**config.mk**
```make
export PLATFORM = sky130hd
export DESIGN_NAME = load_cell_adc_reader_with_tare
export DESIGN_NICKNAME = d
export VERILOG_FILES = /design/src/rtl/core/lcr_pkg.sv /design/src/rtl/core/lcr_divider.sv /design/src/rtl/core/lcr_datapath.sv /design/src/rtl/core/lcr_ctrl.sv /design/src/rtl/core/load_cell_adc_reader_with_tare.sv
export SDC_FILE = /design/constraint.sdc
export NUM_CORES = 1
export LEC_CHECK = 0
export BUFFER_PORTS_ARGS = -buffer_cell sky130_fd_sc_hd__buf_2
export CAP_MARGIN = 0
export CORE_MARGIN = 2
export CORE_UTILIZATION = 62
export CTS_BUF_LIST = sky130_fd_sc_hd__clkbuf_16
export CTS_CLUSTER_DIAMETER = 150
export DETAILED_ROUTE_END_ITERATION = 10
export PLACE_DENSITY_LB_ADDON = 0.2
export RECOVER_POWER = 50
export REMOVE_ABC_BUFFERS = 1
export SLEW_MARGIN = 20
export SYNTH_ARGS = -nofsm -noshare
export SYNTH_HDL_FRONTEND = slang
export SYNTH_HIERARCHICAL = 1
export SYNTH_SLANG_ARGS = --single-unit
```
**constraint.sdc**
```tcl
create_clock -name clock -period 5.5 [get_ports clock]
set_clock_uncertainty 0.1 [all_clocks]
set_input_delay 1.1 -clock clock [delete_from_list [all_inputs] [get_ports clock]]
set_output_delay 1.1 -clock clock [all_outputs]
set_load 0.01 [all_outputs]
```
**src/rtl/core/lcr_pkg.sv**
```systemverilog
// Shared types and constants of the load cell reader.
// Depends on nothing; imported by every module of the block but the divider.
`default_nettype none

package lcr_pkg;

   localparam int CODE_BITS_DEF  = 24;
   localparam int RAW_BITS       = 24;
   localparam int WEIGHT_BITS    = 14;
   localparam int GAP_BITS       = 24;
   localparam int LIMIT_BITS     = 16;
   localparam int FRAC_BITS      = 8;
   localparam int CSR_IDX_BITS   = 2;
   localparam int CSR_DATA_BITS  = 24;
   localparam int WEIGHT_MAX_MAG = 8191;

   localparam logic [GAP_BITS-1:0]   GAP_RESET   = 24'd25600;
   localparam logic [LIMIT_BITS-1:0] LIMIT_RESET = 16'd5000;

   // request command codes
   localparam logic [1:0] CMD_TICK   = 2'd0;
   localparam logic [1:0] CMD_TARE   = 2'd1;
   localparam logic [1:0] CMD_WEIGHT = 2'd2;

   // register indexes
   localparam logic [CSR_IDX_BITS-1:0] REG_GAP   = 2'd0;
   localparam logic [CSR_IDX_BITS-1:0] REG_LIMIT = 2'd1;

   typedef enum logic [2:0] {
      PH_IDLE,
      PH_WAIT,
      PH_HIGH,
      PH_LOW,
      PH_XHIGH,
      PH_XLOW
   } phase_type;

   typedef enum logic [1:0] {
      ST_READY,
      ST_DIVIDE,
      ST_PUSH
   } ctrl_state_type;

   typedef struct packed {
      logic start_read;
      logic kind_weight;
      logic shift_bit;
      logic finish;
      logic load_res;
      logic clk_level;
      logic take_weight;
      logic push_out;
   } cmd_type;

   typedef struct packed {
      logic last_bit;
      logic read_kind;
      logic div_done;
   } sts_type;

endpackage

`default_nettype wire

```
**src/rtl/core/lcr_divider.sv**
```systemverilog
// Bit-serial restoring divider, one quotient bit per cycle.
// Depends on nothing but its parameters.
`default_nettype none

module lcr_divider #(
   parameter int DIVIDEND_BITS = 32,
   parameter int DIVISOR_BITS  = 24
) (
   input  wire logic                     clock,
   input  wire logic                     reset,
   input  wire logic                     start,
   input  wire logic [DIVIDEND_BITS-1:0] dividend,
   input  wire logic [DIVISOR_BITS-1:0]  divisor,
   output logic                          done,
   output logic [DIVIDEND_BITS-1:0]      quotient
);

   localparam int CNT_W = $clog2(DIVIDEND_BITS);
   localparam logic [CNT_W-1:0] CNT_LAST = CNT_W'(DIVIDEND_BITS - 1);

   logic                     busy_ff, busy_in;
   logic                     done_ff, done_in;
   logic [CNT_W-1:0]         cnt_ff, cnt_in;
   logic [DIVISOR_BITS-1:0]  rem_ff, rem_in;
   logic [DIVISOR_BITS-1:0]  dvs_ff, dvs_in;
   logic [DIVIDEND_BITS-1:0] dq_ff, dq_in;
   logic [DIVISOR_BITS:0]    trial;
   logic [DIVISOR_BITS:0]    diff;
   logic                     ge;

   // shift the next dividend bit into the partial remainder
   assign trial = {rem_ff, dq_ff[DIVIDEND_BITS-1]};
   assign ge    = trial >= {1'b0, dvs_ff};
   assign diff  = trial - {1'b0, dvs_ff};

   always_comb begin
      busy_in = busy_ff;
      done_in = 1'b0;
      cnt_in  = cnt_ff;
      rem_in  = rem_ff;
      dvs_in  = dvs_ff;
      dq_in   = dq_ff;
      if (start) begin
         busy_in = 1'b1;
         cnt_in  = '0;
         rem_in  = '0;
         dvs_in  = divisor;
         dq_in   = dividend;
      end else if (busy_ff) begin
         rem_in = ge ? diff[DIVISOR_BITS-1:0] : trial[DIVISOR_BITS-1:0];
         dq_in  = {dq_ff[DIVIDEND_BITS-2:0], ge};
         cnt_in = cnt_ff + 1'b1;
         if (cnt_ff == CNT_LAST) begin
            busy_in = 1'b0;
            done_in = 1'b1;
         end
      end
   end

   always_ff @(posedge clock) begin
      if (reset) begin
         busy_ff <= 1'b0;
         done_ff <= 1'b0;
      end else begin
         busy_ff <= busy_in;
         done_ff <= done_in;
      end
      cnt_ff <= cnt_in;
      rem_ff <= rem_in;
      dvs_ff <= dvs_in;
      dq_ff  <= dq_in;
   end

   assign done     = done_ff;
   assign quotient = dq_ff;

endmodule

`default_nettype wire

```
**src/rtl/core/lcr_datapath.sv**
```systemverilog
// Datapath of the load cell reader: shift register, tare, config, divider,
// result and output registers. Depends on lcr_pkg and lcr_divider.
`default_nettype none

module lcr_datapath
   import lcr_pkg::*;
#(
   parameter int CODE_BITS = CODE_BITS_DEF
) (
   input  wire logic                     clock,
   input  wire logic                     reset,
   input  wire logic                     csr_write,
   input  wire logic [CSR_IDX_BITS-1:0]  csr_index,
   input  wire logic [CSR_DATA_BITS-1:0] csr_wdata,
   input  wire logic                     data_pin,
   input  wire cmd_type                  cmd,
   output sts_type                       sts,
   output logic                          rsp_clock_pin,
   output logic                          rsp_done_res,
   output logic                          rsp_done_kind,
   output logic [RAW_BITS-1:0]           rsp_raw_code,
   output logic signed [WEIGHT_BITS-1:0] rsp_weight
);

   localparam int CNT_W   = $clog2(CODE_BITS);
   localparam int DIV_W   = CODE_BITS + FRAC_BITS;
   localparam int RAW_EXT = (CODE_BITS > RAW_BITS) ? CODE_BITS : RAW_BITS;
   localparam logic [CODE_BITS-1:0] CODE_MSB = {1'b1, {(CODE_BITS-1){1'b0}}};
   localparam logic [CNT_W-1:0]     CNT_LAST = CNT_W'(CODE_BITS - 1);

   logic [GAP_BITS-1:0]   gap_ff, gap_in;
   logic [LIMIT_BITS-1:0] limit_ff, limit_in;
   logic [CODE_BITS-1:0]  shift_ff, shift_in;
   logic [CODE_BITS-1:0]  tare_ff, tare_in;
   logic [CNT_W-1:0]      count_ff, count_in;
   logic                  kind_ff, kind_in;
   logic                  zero_ff, zero_in;
   logic                  neg_ff, neg_in;

   logic                          res_clock_ff, res_clock_in;
   logic                          res_done_ff, res_done_in;
   logic                          res_kind_ff, res_kind_in;
   logic [RAW_BITS-1:0]           res_raw_ff, res_raw_in;
   logic signed [WEIGHT_BITS-1:0] res_wgt_ff, res_wgt_in;

   logic                          out_clock_ff, out_clock_in;
   logic                          out_done_ff, out_done_in;
   logic                          out_kind_ff, out_kind_in;
   logic [RAW_BITS-1:0]           out_raw_ff, out_raw_in;
   logic signed [WEIGHT_BITS-1:0] out_wgt_ff, out_wgt_in;

   logic [CODE_BITS-1:0]   code;
   logic [RAW_EXT-1:0]     code_ext;
   logic [CODE_BITS-1:0]   mag;
   logic                   code_below;
   logic                   div_start;
   logic                   div_done;
   logic [DIV_W-1:0]       quot;
   logic                   over;
   logic [WEIGHT_BITS-1:0] q_low;
   logic [WEIGHT_BITS-1:0] wgt_val;

   // undo the offset-binary sign bit
   assign code       = shift_ff ^ CODE_MSB;
   assign code_ext   = RAW_EXT'(code);
   assign code_below = code < tare_ff;
   assign mag        = code_below ? (tare_ff - code) : (code - tare_ff);
   assign div_start  = cmd.finish && kind_ff;

   lcr_divider #(
      .DIVIDEND_BITS(DIV_W),
      .DIVISOR_BITS (GAP_BITS)
   ) u_div (
      .clock   (clock),
      .reset   (reset),
      .start   (div_start),
      .dividend({mag, {FRAC_BITS{1'b0}}}),
      .divisor (gap_ff),
      .done    (div_done),
      .quotient(quot)
   );

   // drop results above the limit or outside the signed output range
   assign over    = (quot > DIV_W'(limit_ff)) || (quot > DIV_W'(WEIGHT_MAX_MAG));
   assign q_low   = quot[WEIGHT_BITS-1:0];
   assign wgt_val = (zero_ff || over) ? '0 : (neg_ff ? (~q_low + 1'b1) : q_low);

   always_comb begin
      gap_in   = gap_ff;
      limit_in = limit_ff;
      if (csr_write) begin
         case (csr_index)
            REG_GAP:   gap_in   = csr_wdata[GAP_BITS-1:0];
            REG_LIMIT: limit_in = csr_wdata[LIMIT_BITS-1:0];
            default:   ;
         endcase
      end
   end

   always_comb begin
      shift_in = shift_ff;
      tare_in  = tare_ff;
      count_in = count_ff;
      kind_in  = kind_ff;
      zero_in  = zero_ff;
      neg_in   = neg_ff;
      if (cmd.start_read) begin
         shift_in = '0;
         count_in = '0;
         kind_in  = cmd.kind_weight;
      end
      if (cmd.shift_bit) begin
         shift_in = {shift_ff[CODE_BITS-2:0], data_pin};
         count_in = count_ff + 1'b1;
      end
      if (cmd.finish) begin
         count_in = '0;
         zero_in  = (code == tare_ff) || (gap_ff == '0);
         neg_in   = code_below;
         if (!kind_ff) begin
            tare_in = code;
         end
      end
   end

   always_comb begin
      res_clock_in = res_clock_ff;
      res_done_in  = res_done_ff;
      res_kind_in  = res_kind_ff;
      res_raw_in   = res_raw_ff;
      res_wgt_in   = res_wgt_ff;
      if (cmd.load_res) begin
         res_clock_in = cmd.clk_level;
         res_done_in  = cmd.finish;
         res_kind_in  = cmd.finish && kind_ff;
         res_raw_in   = cmd.finish ? code_ext[RAW_BITS-1:0] : '0;
         res_wgt_in   = '0;
      end
      if (cmd.take_weight) begin
         res_wgt_in = $signed(wgt_val);
      end
   end

   always_comb begin
      out_clock_in = out_clock_ff;
      out_done_in  = out_done_ff;
      out_kind_in  = out_kind_ff;
      out_raw_in   = out_raw_ff;
      out_wgt_in   = out_wgt_ff;
      if (cmd.push_out) begin
         out_clock_in = res_clock_ff;
         out_done_in  = res_done_ff;
         out_kind_in  = res_kind_ff;
         out_raw_in   = res_raw_ff;
         out_wgt_in   = res_wgt_ff;
      end
   end

   always_ff @(posedge clock) begin
      if (reset) begin
         gap_ff   <= GAP_RESET;
         limit_ff <= LIMIT_RESET;
         shift_ff <= '0;
         tare_ff  <= '0;
         count_ff <= '0;
         kind_ff  <= 1'b0;
      end else begin
         gap_ff   <= gap_in;
         limit_ff <= limit_in;
         shift_ff <= shift_in;
         tare_ff  <= tare_in;
         count_ff <= count_in;
         kind_ff  <= kind_in;
      end
      zero_ff      <= zero_in;
      neg_ff       <= neg_in;
      res_clock_ff <= res_clock_in;
      res_done_ff  <= res_done_in;
      res_kind_ff  <= res_kind_in;
      res_raw_ff   <= res_raw_in;
      res_wgt_ff   <= res_wgt_in;
      out_clock_ff <= out_clock_in;
      out_done_ff  <= out_done_in;
      out_kind_ff  <= out_kind_in;
      out_raw_ff   <= out_raw_in;
      out_wgt_ff   <= out_wgt_in;
   end

   assign sts.last_bit  = count_ff == CNT_LAST;
   assign sts.read_kind = kind_ff;
   assign sts.div_done  = div_done;

   assign rsp_clock_pin = out_clock_ff;
   assign rsp_done_res  = out_done_ff;
   assign rsp_done_kind = out_kind_ff;
   assign rsp_raw_code  = out_raw_ff;
   assign rsp_weight    = out_wgt_ff;

endmodule

`default_nettype wire

```
**src/rtl/core/lcr_ctrl.sv**
```systemverilog
// Controller of the load cell reader: serial phase sequencer, word handling
// and output valid. Depends on lcr_pkg.
`default_nettype none

module lcr_ctrl
   import lcr_pkg::*;
(
   input  wire logic       clock,
   input  wire logic       reset,
   input  wire logic       req_valid,
   input  wire logic [1:0] req_command,
   input  wire logic       req_data_pin,
   output logic            req_stall,
   output logic            rsp_valid,
   input  wire logic       rsp_stall,
   input  wire sts_type    sts,
   output cmd_type         cmd
);

   ctrl_state_type state_ff, state_in;
   phase_type      phase_ff, phase_in;
   logic           out_valid_ff, out_valid_in;

   assign req_stall = state_ff != ST_READY;
   assign rsp_valid = out_valid_ff;

   // commands
   always_comb begin
      cmd = '0;
      if (state_ff == ST_READY && req_valid) begin
         cmd.load_res = 1'b1;
         case (phase_ff)
            PH_IDLE: begin
               cmd.start_read  = req_command inside {CMD_TARE, CMD_WEIGHT};
               cmd.kind_weight = req_command == CMD_WEIGHT;
            end
            PH_HIGH, PH_XHIGH: cmd.clk_level = 1'b1;
            PH_LOW:            cmd.shift_bit = 1'b1;
            PH_XLOW:           cmd.finish    = 1'b1;
            default:           ;
         endcase
      end
      cmd.take_weight = (state_ff == ST_DIVIDE) && sts.div_done;
      cmd.push_out    = (state_ff == ST_PUSH) && (!out_valid_ff || !rsp_stall);
   end

   // next state
   always_comb begin
      state_in     = state_ff;
      phase_in     = phase_ff;
      out_valid_in = cmd.push_out || (out_valid_ff && rsp_stall);
      case (state_ff)
         ST_READY: begin
            if (req_valid) begin
               state_in = (phase_ff == PH_XLOW && sts.read_kind) ? ST_DIVIDE : ST_PUSH;
            end
         end
         ST_DIVIDE: begin
            if (sts.div_done) begin
               state_in = ST_PUSH;
            end
         end
         ST_PUSH: begin
            if (cmd.push_out) begin
               state_in = ST_READY;
            end
         end
         default: state_in = ST_READY;
      endcase
      if (state_ff == ST_READY && req_valid) begin
         case (phase_ff)
            PH_IDLE:  phase_in = cmd.start_read ? PH_WAIT : PH_IDLE;
            PH_WAIT:  phase_in = req_data_pin ? PH_WAIT : PH_HIGH;
            PH_HIGH:  phase_in = PH_LOW;
            PH_LOW:   phase_in = sts.last_bit ? PH_XHIGH : PH_HIGH;
            PH_XHIGH: phase_in = PH_XLOW;
            PH_XLOW:  phase_in = PH_IDLE;
            default:  phase_in = PH_IDLE;
         endcase
      end
   end

   always_ff @(posedge clock) begin
      if (reset) begin
         state_ff     <= ST_READY;
         phase_ff     <= PH_IDLE;
         out_valid_ff <= 1'b0;
      end else begin
         state_ff     <= state_in;
         phase_ff     <= phase_in;
         out_valid_ff <= out_valid_in;
      end
   end

endmodule

`default_nettype wire

```
**src/rtl/core/load_cell_adc_reader_with_tare.sv**
```systemverilog
// A taken tick word is loaded into the result register and moves on to the output register
// from the push state; the tick that ends a weight read first waits on the divider.
// The next tick word is taken only once the previous word has moved to the output register.
// A single output register holds the finished word, so the next tick is taken while it waits.
// Reset (synchronous, active high): serial phase idle, tare and shift register zero,
// gap 25600, limit 5000, output register empty. No clearing pass.
`default_nettype none

module load_cell_adc_reader_with_tare
   import lcr_pkg::*;
#(
   parameter int CODE_BITS = CODE_BITS_DEF
) (
   input  wire logic                     clock,
   input  wire logic                     reset,
   // tick words in
   input  wire logic                     req_valid,
   output logic                          req_stall,
   input  wire logic [1:0]               req_command,
   input  wire logic                     req_data_pin,
   // result words out
   output logic                          rsp_valid,
   input  wire logic                     rsp_stall,
   output logic                          rsp_clock_pin,
   output logic                          rsp_done_res,
   output logic                          rsp_done_kind,
   output logic [RAW_BITS-1:0]           rsp_raw_code,
   output logic signed [WEIGHT_BITS-1:0] rsp_weight,
   // register writes
   input  wire logic                     csr_valid,
   output logic                          csr_ready,
   input  wire logic [CSR_IDX_BITS-1:0]  csr_index,
   input  wire logic [CSR_DATA_BITS-1:0] csr_wdata
);

   cmd_type cmd;
   sts_type sts;

   // Registers are plain flops: always take the write.
   assign csr_ready = 1'b1;

   // The controller walks the serial phases, one per accepted tick word:
   // idle, wait for data low, then high/low pulse pairs shifting in each bit,
   // then the extra pulse whose low half completes the read. A completed
   // weight read holds the input side while the divider runs.
   lcr_ctrl u_ctrl (
      .clock       (clock),
      .reset       (reset),
      .req_valid   (req_valid),
      .req_command (req_command),
      .req_data_pin(req_data_pin),
      .req_stall   (req_stall),
      .rsp_valid   (rsp_valid),
      .rsp_stall   (rsp_stall),
      .sts         (sts),
      .cmd         (cmd)
   );

   // The datapath holds the code being shifted in, the tare, the register
   // file and the divider; it builds each result word and then hands it to
   // the output register when the controller advances it.
   lcr_datapath #(
      .CODE_BITS(CODE_BITS)
   ) u_dp (
      .clock        (clock),
      .reset        (reset),
      .csr_write    (csr_valid && csr_ready),
      .csr_index    (csr_index),
      .csr_wdata    (csr_wdata),
      .data_pin     (req_data_pin),
      .cmd          (cmd),
      .sts          (sts),
      .rsp_clock_pin(rsp_clock_pin),
      .rsp_done_res (rsp_done_res),
      .rsp_done_kind(rsp_done_kind),
      .rsp_raw_code (rsp_raw_code),
      .rsp_weight   (rsp_weight)
   );

endmodule

`default_nettype wire

```
; ---- Word-level counts from Yosys, hierarchy flattened
; Index checks and enable logic that the tools add are counted.
[word_totals]
in_bits = 34
register_bits = 271
[op_classes]
bitwise = 4
n_mux = 30
n_eq_ne = 16
order_cmp = 4
n_addsub = 6
reduce_logical = 29
[op_table]
columns = cell, n
row1 = $mux W24, 4
row2 = $sub A24 B24 Y24, 3
row3 = $mux W32, 2
row4 = $mux W14, 4
row5 = $gt A32 B13 Y1 const B, 1
row6 = $gt A32 B16 Y1, 1
row7 = $ge A25 B24 Y1, 1
row8 = $eq A24 B24 Y1, 1
row9 = $logic_not A24 Y1, 1
row10 = $lt A24 B24 Y1, 1
row11 = $pmux W3 S5, 1
row12 = $add A14 B1 Y14 const B, 1
row13 = $not A14 Y14, 1
row14 = $mux W2, 6
row15 = $add A5 B1 Y5 const B, 2
row16 = $eq A5 B5 Y1 const B, 2
row17 = $mux W5, 2
row18 = $reduce_bool A2 Y1, 5
row19 = $mux W1, 8
row20 = $eq A2 B1 Y1 const B, 3
row21 = $eq A3 B2 Y1 const B, 2
row22 = $eq A3 B3 Y1 const B, 2
row23 = $logic_and A1 B1 Y1, 6
row24 = $mux W6, 1
row25 = 15 further kinds, 28

; ---- Depth between registers and ports, before layout
[logic_depth]
depth_word = 6
mapped_depth = 12
ltp_nobuf = 11

; ---- By module
; The synthesis kept the hierarchy.
[by_module_without_submodules]
columns = module, seq_area_each_um2, instances, cells_per_inst, area_each_um2
row1 = lcr_datapath, 4404.2, 1, 1063, 9695.5
row2 = lcr_divider, 2302.2, 1, 451, 4859.7
row3 = lcr_ctrl, 120.1, 1, 49, 391.6
row4 = load_cell_adc_reader_with_tare, 0.0, 1, 2, 11.3

; ---- Worst setup path after synthesis
; OpenSTA, ideal clock, no wires.
[synth_path]
path_kind = input to register
startpoint = input port req_valid
endpoint = register u_dp.u_div.dq_ff[0], in the netlist u_dp/u_div/quotient[0], enable pin
cell_stages = 8
path_buffers = 3
arrival_ns = 4.619
setup_time_ns = 0.375
slack_ns = 0.406
cell_sequence = or3b_4 > inv_1 > and2_1 > clkbuf_1 > and2_1 > clkbuf_1 > clkbuf_1 > or2_2
[synth_lines]
columns = element, line
row1 = start: declaration, load_cell_adc_reader_with_tare.sv:17  ; input wire logic req_valid,
row2 = end signal: assignment, lcr_divider.sv:71  ; dq_ff <= dq_in;
row3 = end: declaration, lcr_divider.sv:26  ; logic [DIVIDEND_BITS-1:0] dq_ff, dq_in;

; ---- Final worst setup path
[layout_path]
startpoint = register u_dp.tare_ff[5]
endpoint = register u_dp.u_div.dq_ff[11], in the netlist u_dp/u_div/quotient[11] (data pin)
[layout_between]
elab_chain_len = 3
[layout_lines]
columns = element, line
row1 = start: declaration, lcr_datapath.sv:34  ; logic [CODE_BITS-1:0] tare_ff, tare_in;
row2 = start signal: assignment, lcr_datapath.sv:171  ; tare_ff <= tare_in;
row3 = $lt A24 B24 Y1, lcr_datapath.sv:66  ; assign code_below = code < tare_ff;
row4 = $mux W24, lcr_datapath.sv:67  ; assign mag = code_below ? (tare_ff - code) : (code - tare_ff);
row5 = via u_dp.mag[3], lcr_datapath.sv:54  ; logic [CODE_BITS-1:0] mag;
row6 = $mux W32, lcr_divider.sv:43  ; if (start) begin
row7 = via u_dp.u_div.dq_in[11], lcr_divider.sv:26
; The timed path passes the listed nets, and every way through them passes these cells.
; A chain may end at the register's enable or synchronous reset.

==> results.json <==
{
  "status": "finished with violations",
  "violations": "capacitance limit, slew limit",
  "hold_start": "u_dp/res_wgt_ff[4]",
  "async_reset_ff_frac": 0,
  "multi_input_area_mm2": 0.007368,
  "tightest_slew_ns": 2.377,
  "cts_sinks": 271,
  "io_buffer_count": 76,
  "clk_pin_slew_ns": 0.06,
  "rows": 56,
  "syn_area_mm2": 0.01496,
  "drive_above_1_share": 0.1186,
  "place_inst": 1892,
  "syn_inst": 1565,
  "drt-total-wl_um": 33150,
  "grt_pass1_vias": 10780,
  "wire_per_inst_um": 17.04,
  "p_leak_uw": 0.006433,
  "slowest_stage": "nor2_2",
  "hold_end": "u_dp/rsp_weight[4]",
  "slew_violations": 123,
  "gp_congestion": 0.9495,
  "insertion_delay_ns": 0.55,
  "root_buffer": "clkbuf_16",
  "min_path_type": "reg2reg",
  "route.detailed.drc": 0,
  "cts_tree": "yes",
  "worstPathRequired_ns": 5.69,
  "timing.final.crit_period_ns": 3.928,
  "holdPathStages": 0,
  "pre_cts_slack_ns": 1.295,
  "r2r_setup_slack_ns": 1.57,
  "cp-start-kind": "flip-flop",
  "worstSetupEndpointType": "flip-flop",
  "synth_seq_cells": 271,
  "drv_cap": 3,
  "cts.repair.resized": 0,
  "fill_cells": 1863,
  "final_cell_mix": "nand2_1, a21oi_1, edfxtp_1, dfxtp_1, nor2_1",
  "cts_max_level": 1,
  "fin_ws_ns": 1.572,
  "syn_area_per_cell_um2": 9.558,
  "cts_hold_buf": 0,
  "arrival_ns": 4.12,
  "p_total_uw": 4292,
  "vias": 11380,
  "area_delta_synth_final_pct": 9.694,
  "numCtsBuffers": 29,
  "cts_setup_buffers": 0,
  "synth-edff-count": 140,
  "criticalPathCategory": "reg2reg",
  "antenna_found_initial": 0,
  "core_mm2": 0.02361,
  "cts_buffer_depth": 3,
  "postLayoutCellArea_mm2": 0.01641,
  "critPathMaxFanout": 14,
  "drtPass1Iterations": 5,
  "synth-main-ff-cell": "edfxtp_1",
  "rsz0062_at_grt": "no",
  "grt_pass1_wl_um": 54160,
  "instances_no_fill": 1946,
  "grt_max_degree": 61,
  "wl_met3_um": 1770,
  "reg2reg_to": "u_dp/u_div/quotient[11]",
  "die_y_um": 159.3,
  "ir_drop_uv": 227.0,
  "dieArea_mm2": 0.02538,
  "ioPinCount": 78,
  "highest_layer": "met4",
  "fin_crit_sh": 0.7143,
  "finalSetupTns_ns": 0,
  "start_util": 0.6335,
  "fin_nets": 1733,
  "setup_viol": 0,
  "fmax_mhz": 254.6,
  "die_w_um": 159.3,
  "final_common_cell": "nand2_1",
  "via_per_inst": 5.847,
  "max_stage_delay_ns": 0.72,
  "wirelength_met1_um": 15740,
  "post-dp-hpwl_um": 23450,
  "powerDensity_mw_per_mm2": 261.5,
  "synth.distinct_cells": 82,
  "crit_chain": "inv_1 > ha_1 > a211o_1 > a311oi_2 > a211o_2 > a31oi_4 > nor2_2 > buf_4 > mux2i_1 > xnor2_1 > mux2_2",
  "regArea_mm2": 0.006828,
  "grt_use_total": 0.2574,
  "drt_iter0_markers": 817,
  "yosysWarnings": 6,
  "diodes": 0,
  "dr_wl_met2_um": 14820,
  "r2r_start": "u_dp/tare_ff[5]",
  "placed_cell_area_mm2": 0.01547,
  "overflow": 0,
  "slew_headroom": -0.5848,
  "postRouteAntennaNets": 0,
  "final_hold_viol_count": 0,
  "r2r_cells": 11,
  "ys_seq_area_frac": 0.4564
}
-- final cells by class --
cell class,count,share of cell area
Inverter,110,0.02516
Sequential cell,271,0.4161
Clock buffer,29,0.04423
Timing Repair Buffer,86,0.02532
Clock inverter,25,0.01578
Multi-Input combinational cell,1106,0.4491
Tap cell,319,0.02433
-- synthesized netlist by cell type, types with 29 or more instances --
cell type,n,share of area
dfxtp_1,131,0.18
edfxtp_1,140,0.28
o21ai_0,46,0.015
a21oi_1,151,0.051
clkbuf_1,60,0.015
inv_1,110,0.028
and2_1,35,0.015
ha_1,92,0.077
nor2_1,118,0.030
mux2i_1,29,0.019
nor3_1,41,0.014
xor2_1,30,0.018
nand2_1,203,0.051
mux2_2,33,0.025
-- stage by stage --
stage	util	hold WS (ns)
after floorplan	-	0.3003
after global placement	0.6552	0.3012
after detailed placement	0.6552	0.3054
after CTS	0.6969	0.3188
after global routing	0.6949	0.3256
final	0.6949	0.3168
-- flip-flops by register name, indices dropped and copies added (netlist names), 3 cells and up --
| register | flops |
|---|---|
| u_dp/u_div/quotient | 32 |
| u_dp/count_ff | 5 |
| u_dp/u_div/rem_ff | 24 |
| u_dp/res_raw_ff | 24 |
| u_dp/tare_ff | 24 |
| u_dp/res_wgt_ff | 14 |
| u_dp/u_div/cnt_ff | 5 |
| u_dp/rsp_weight | 14 |
| u_dp/shift_ff | 24 |
| u_ctrl/phase_ff | 3 |
| u_dp/u_div/dvs_ff | 24 |
| u_dp/gap_ff | 24 |
| u_dp/limit_ff | 16 |
| u_dp/rsp_raw_code | 24 |
-- worst max-delay path: cells and delay by family (launching register included) --
kind / cells / cell delay (ns)
flops: 1 / 0.34
mux: 2 / 0.52
compound gates: 4 / 1.07
fa+ha+maj: 1 / 0.43
simple gates: 1 / 0.72
xor+xnor: 1 / 0.09
buf+inv: 2 / 0.39
-- where the power goes --
part | internal [uW] | total (uW) | switching [uW]
Clock | 1160 | 1980 | 815
Combinational | 40.1 | 132 | 92.0
Sequential | 2160 | 2180 | 17.5
Total | 3370 | 4290 | 924
-- worst max path at each step --
| stage | from | to | cells past startpoint |
|---|---|---|---|
| after floorplan | req_valid | u_dp/u_div/quotient[0] | 5 |
| after global placement | req_valid | u_dp/u_div/quotient[2] | 8 |
| after detailed placement | req_valid | u_dp/u_div/quotient[2] | 8 |
| after CTS | u_dp/tare_ff[5] | u_dp/u_div/quotient[11] | 11 |
| after global routing | u_dp/tare_ff[5] | u_dp/u_div/quotient[14] | 11 |
| final | u_dp/tare_ff[5] | u_dp/u_div/quotient[11] | 11 |
-- per-layer routing --
layer  vias to the layer above  GRT usage
met3                        62    0.03438
met5                         -          0
met2                       339     0.4014
met1                      5367     0.3768
li1                       5610          -
met4                         0    0.07562
-- kinds of logic (layout without fill, tap and decap cells) --
family / after synthesis / in the layout / synth area share
flops: 271 / 271 / 0.4564
fa+ha+maj: 95 / 95 / 0.08097
simple gates: 521 / 521 / 0.1650
xor+xnor: 56 / 56 / 0.03279
mux: 62 / 62 / 0.04425
other cells: 2 / 9 / 0.0005021
compound gates: 363 / 363 / 0.1660
buf+inv: 195 / 250 / 0.05404
Power figures use the tool's default switching activity.
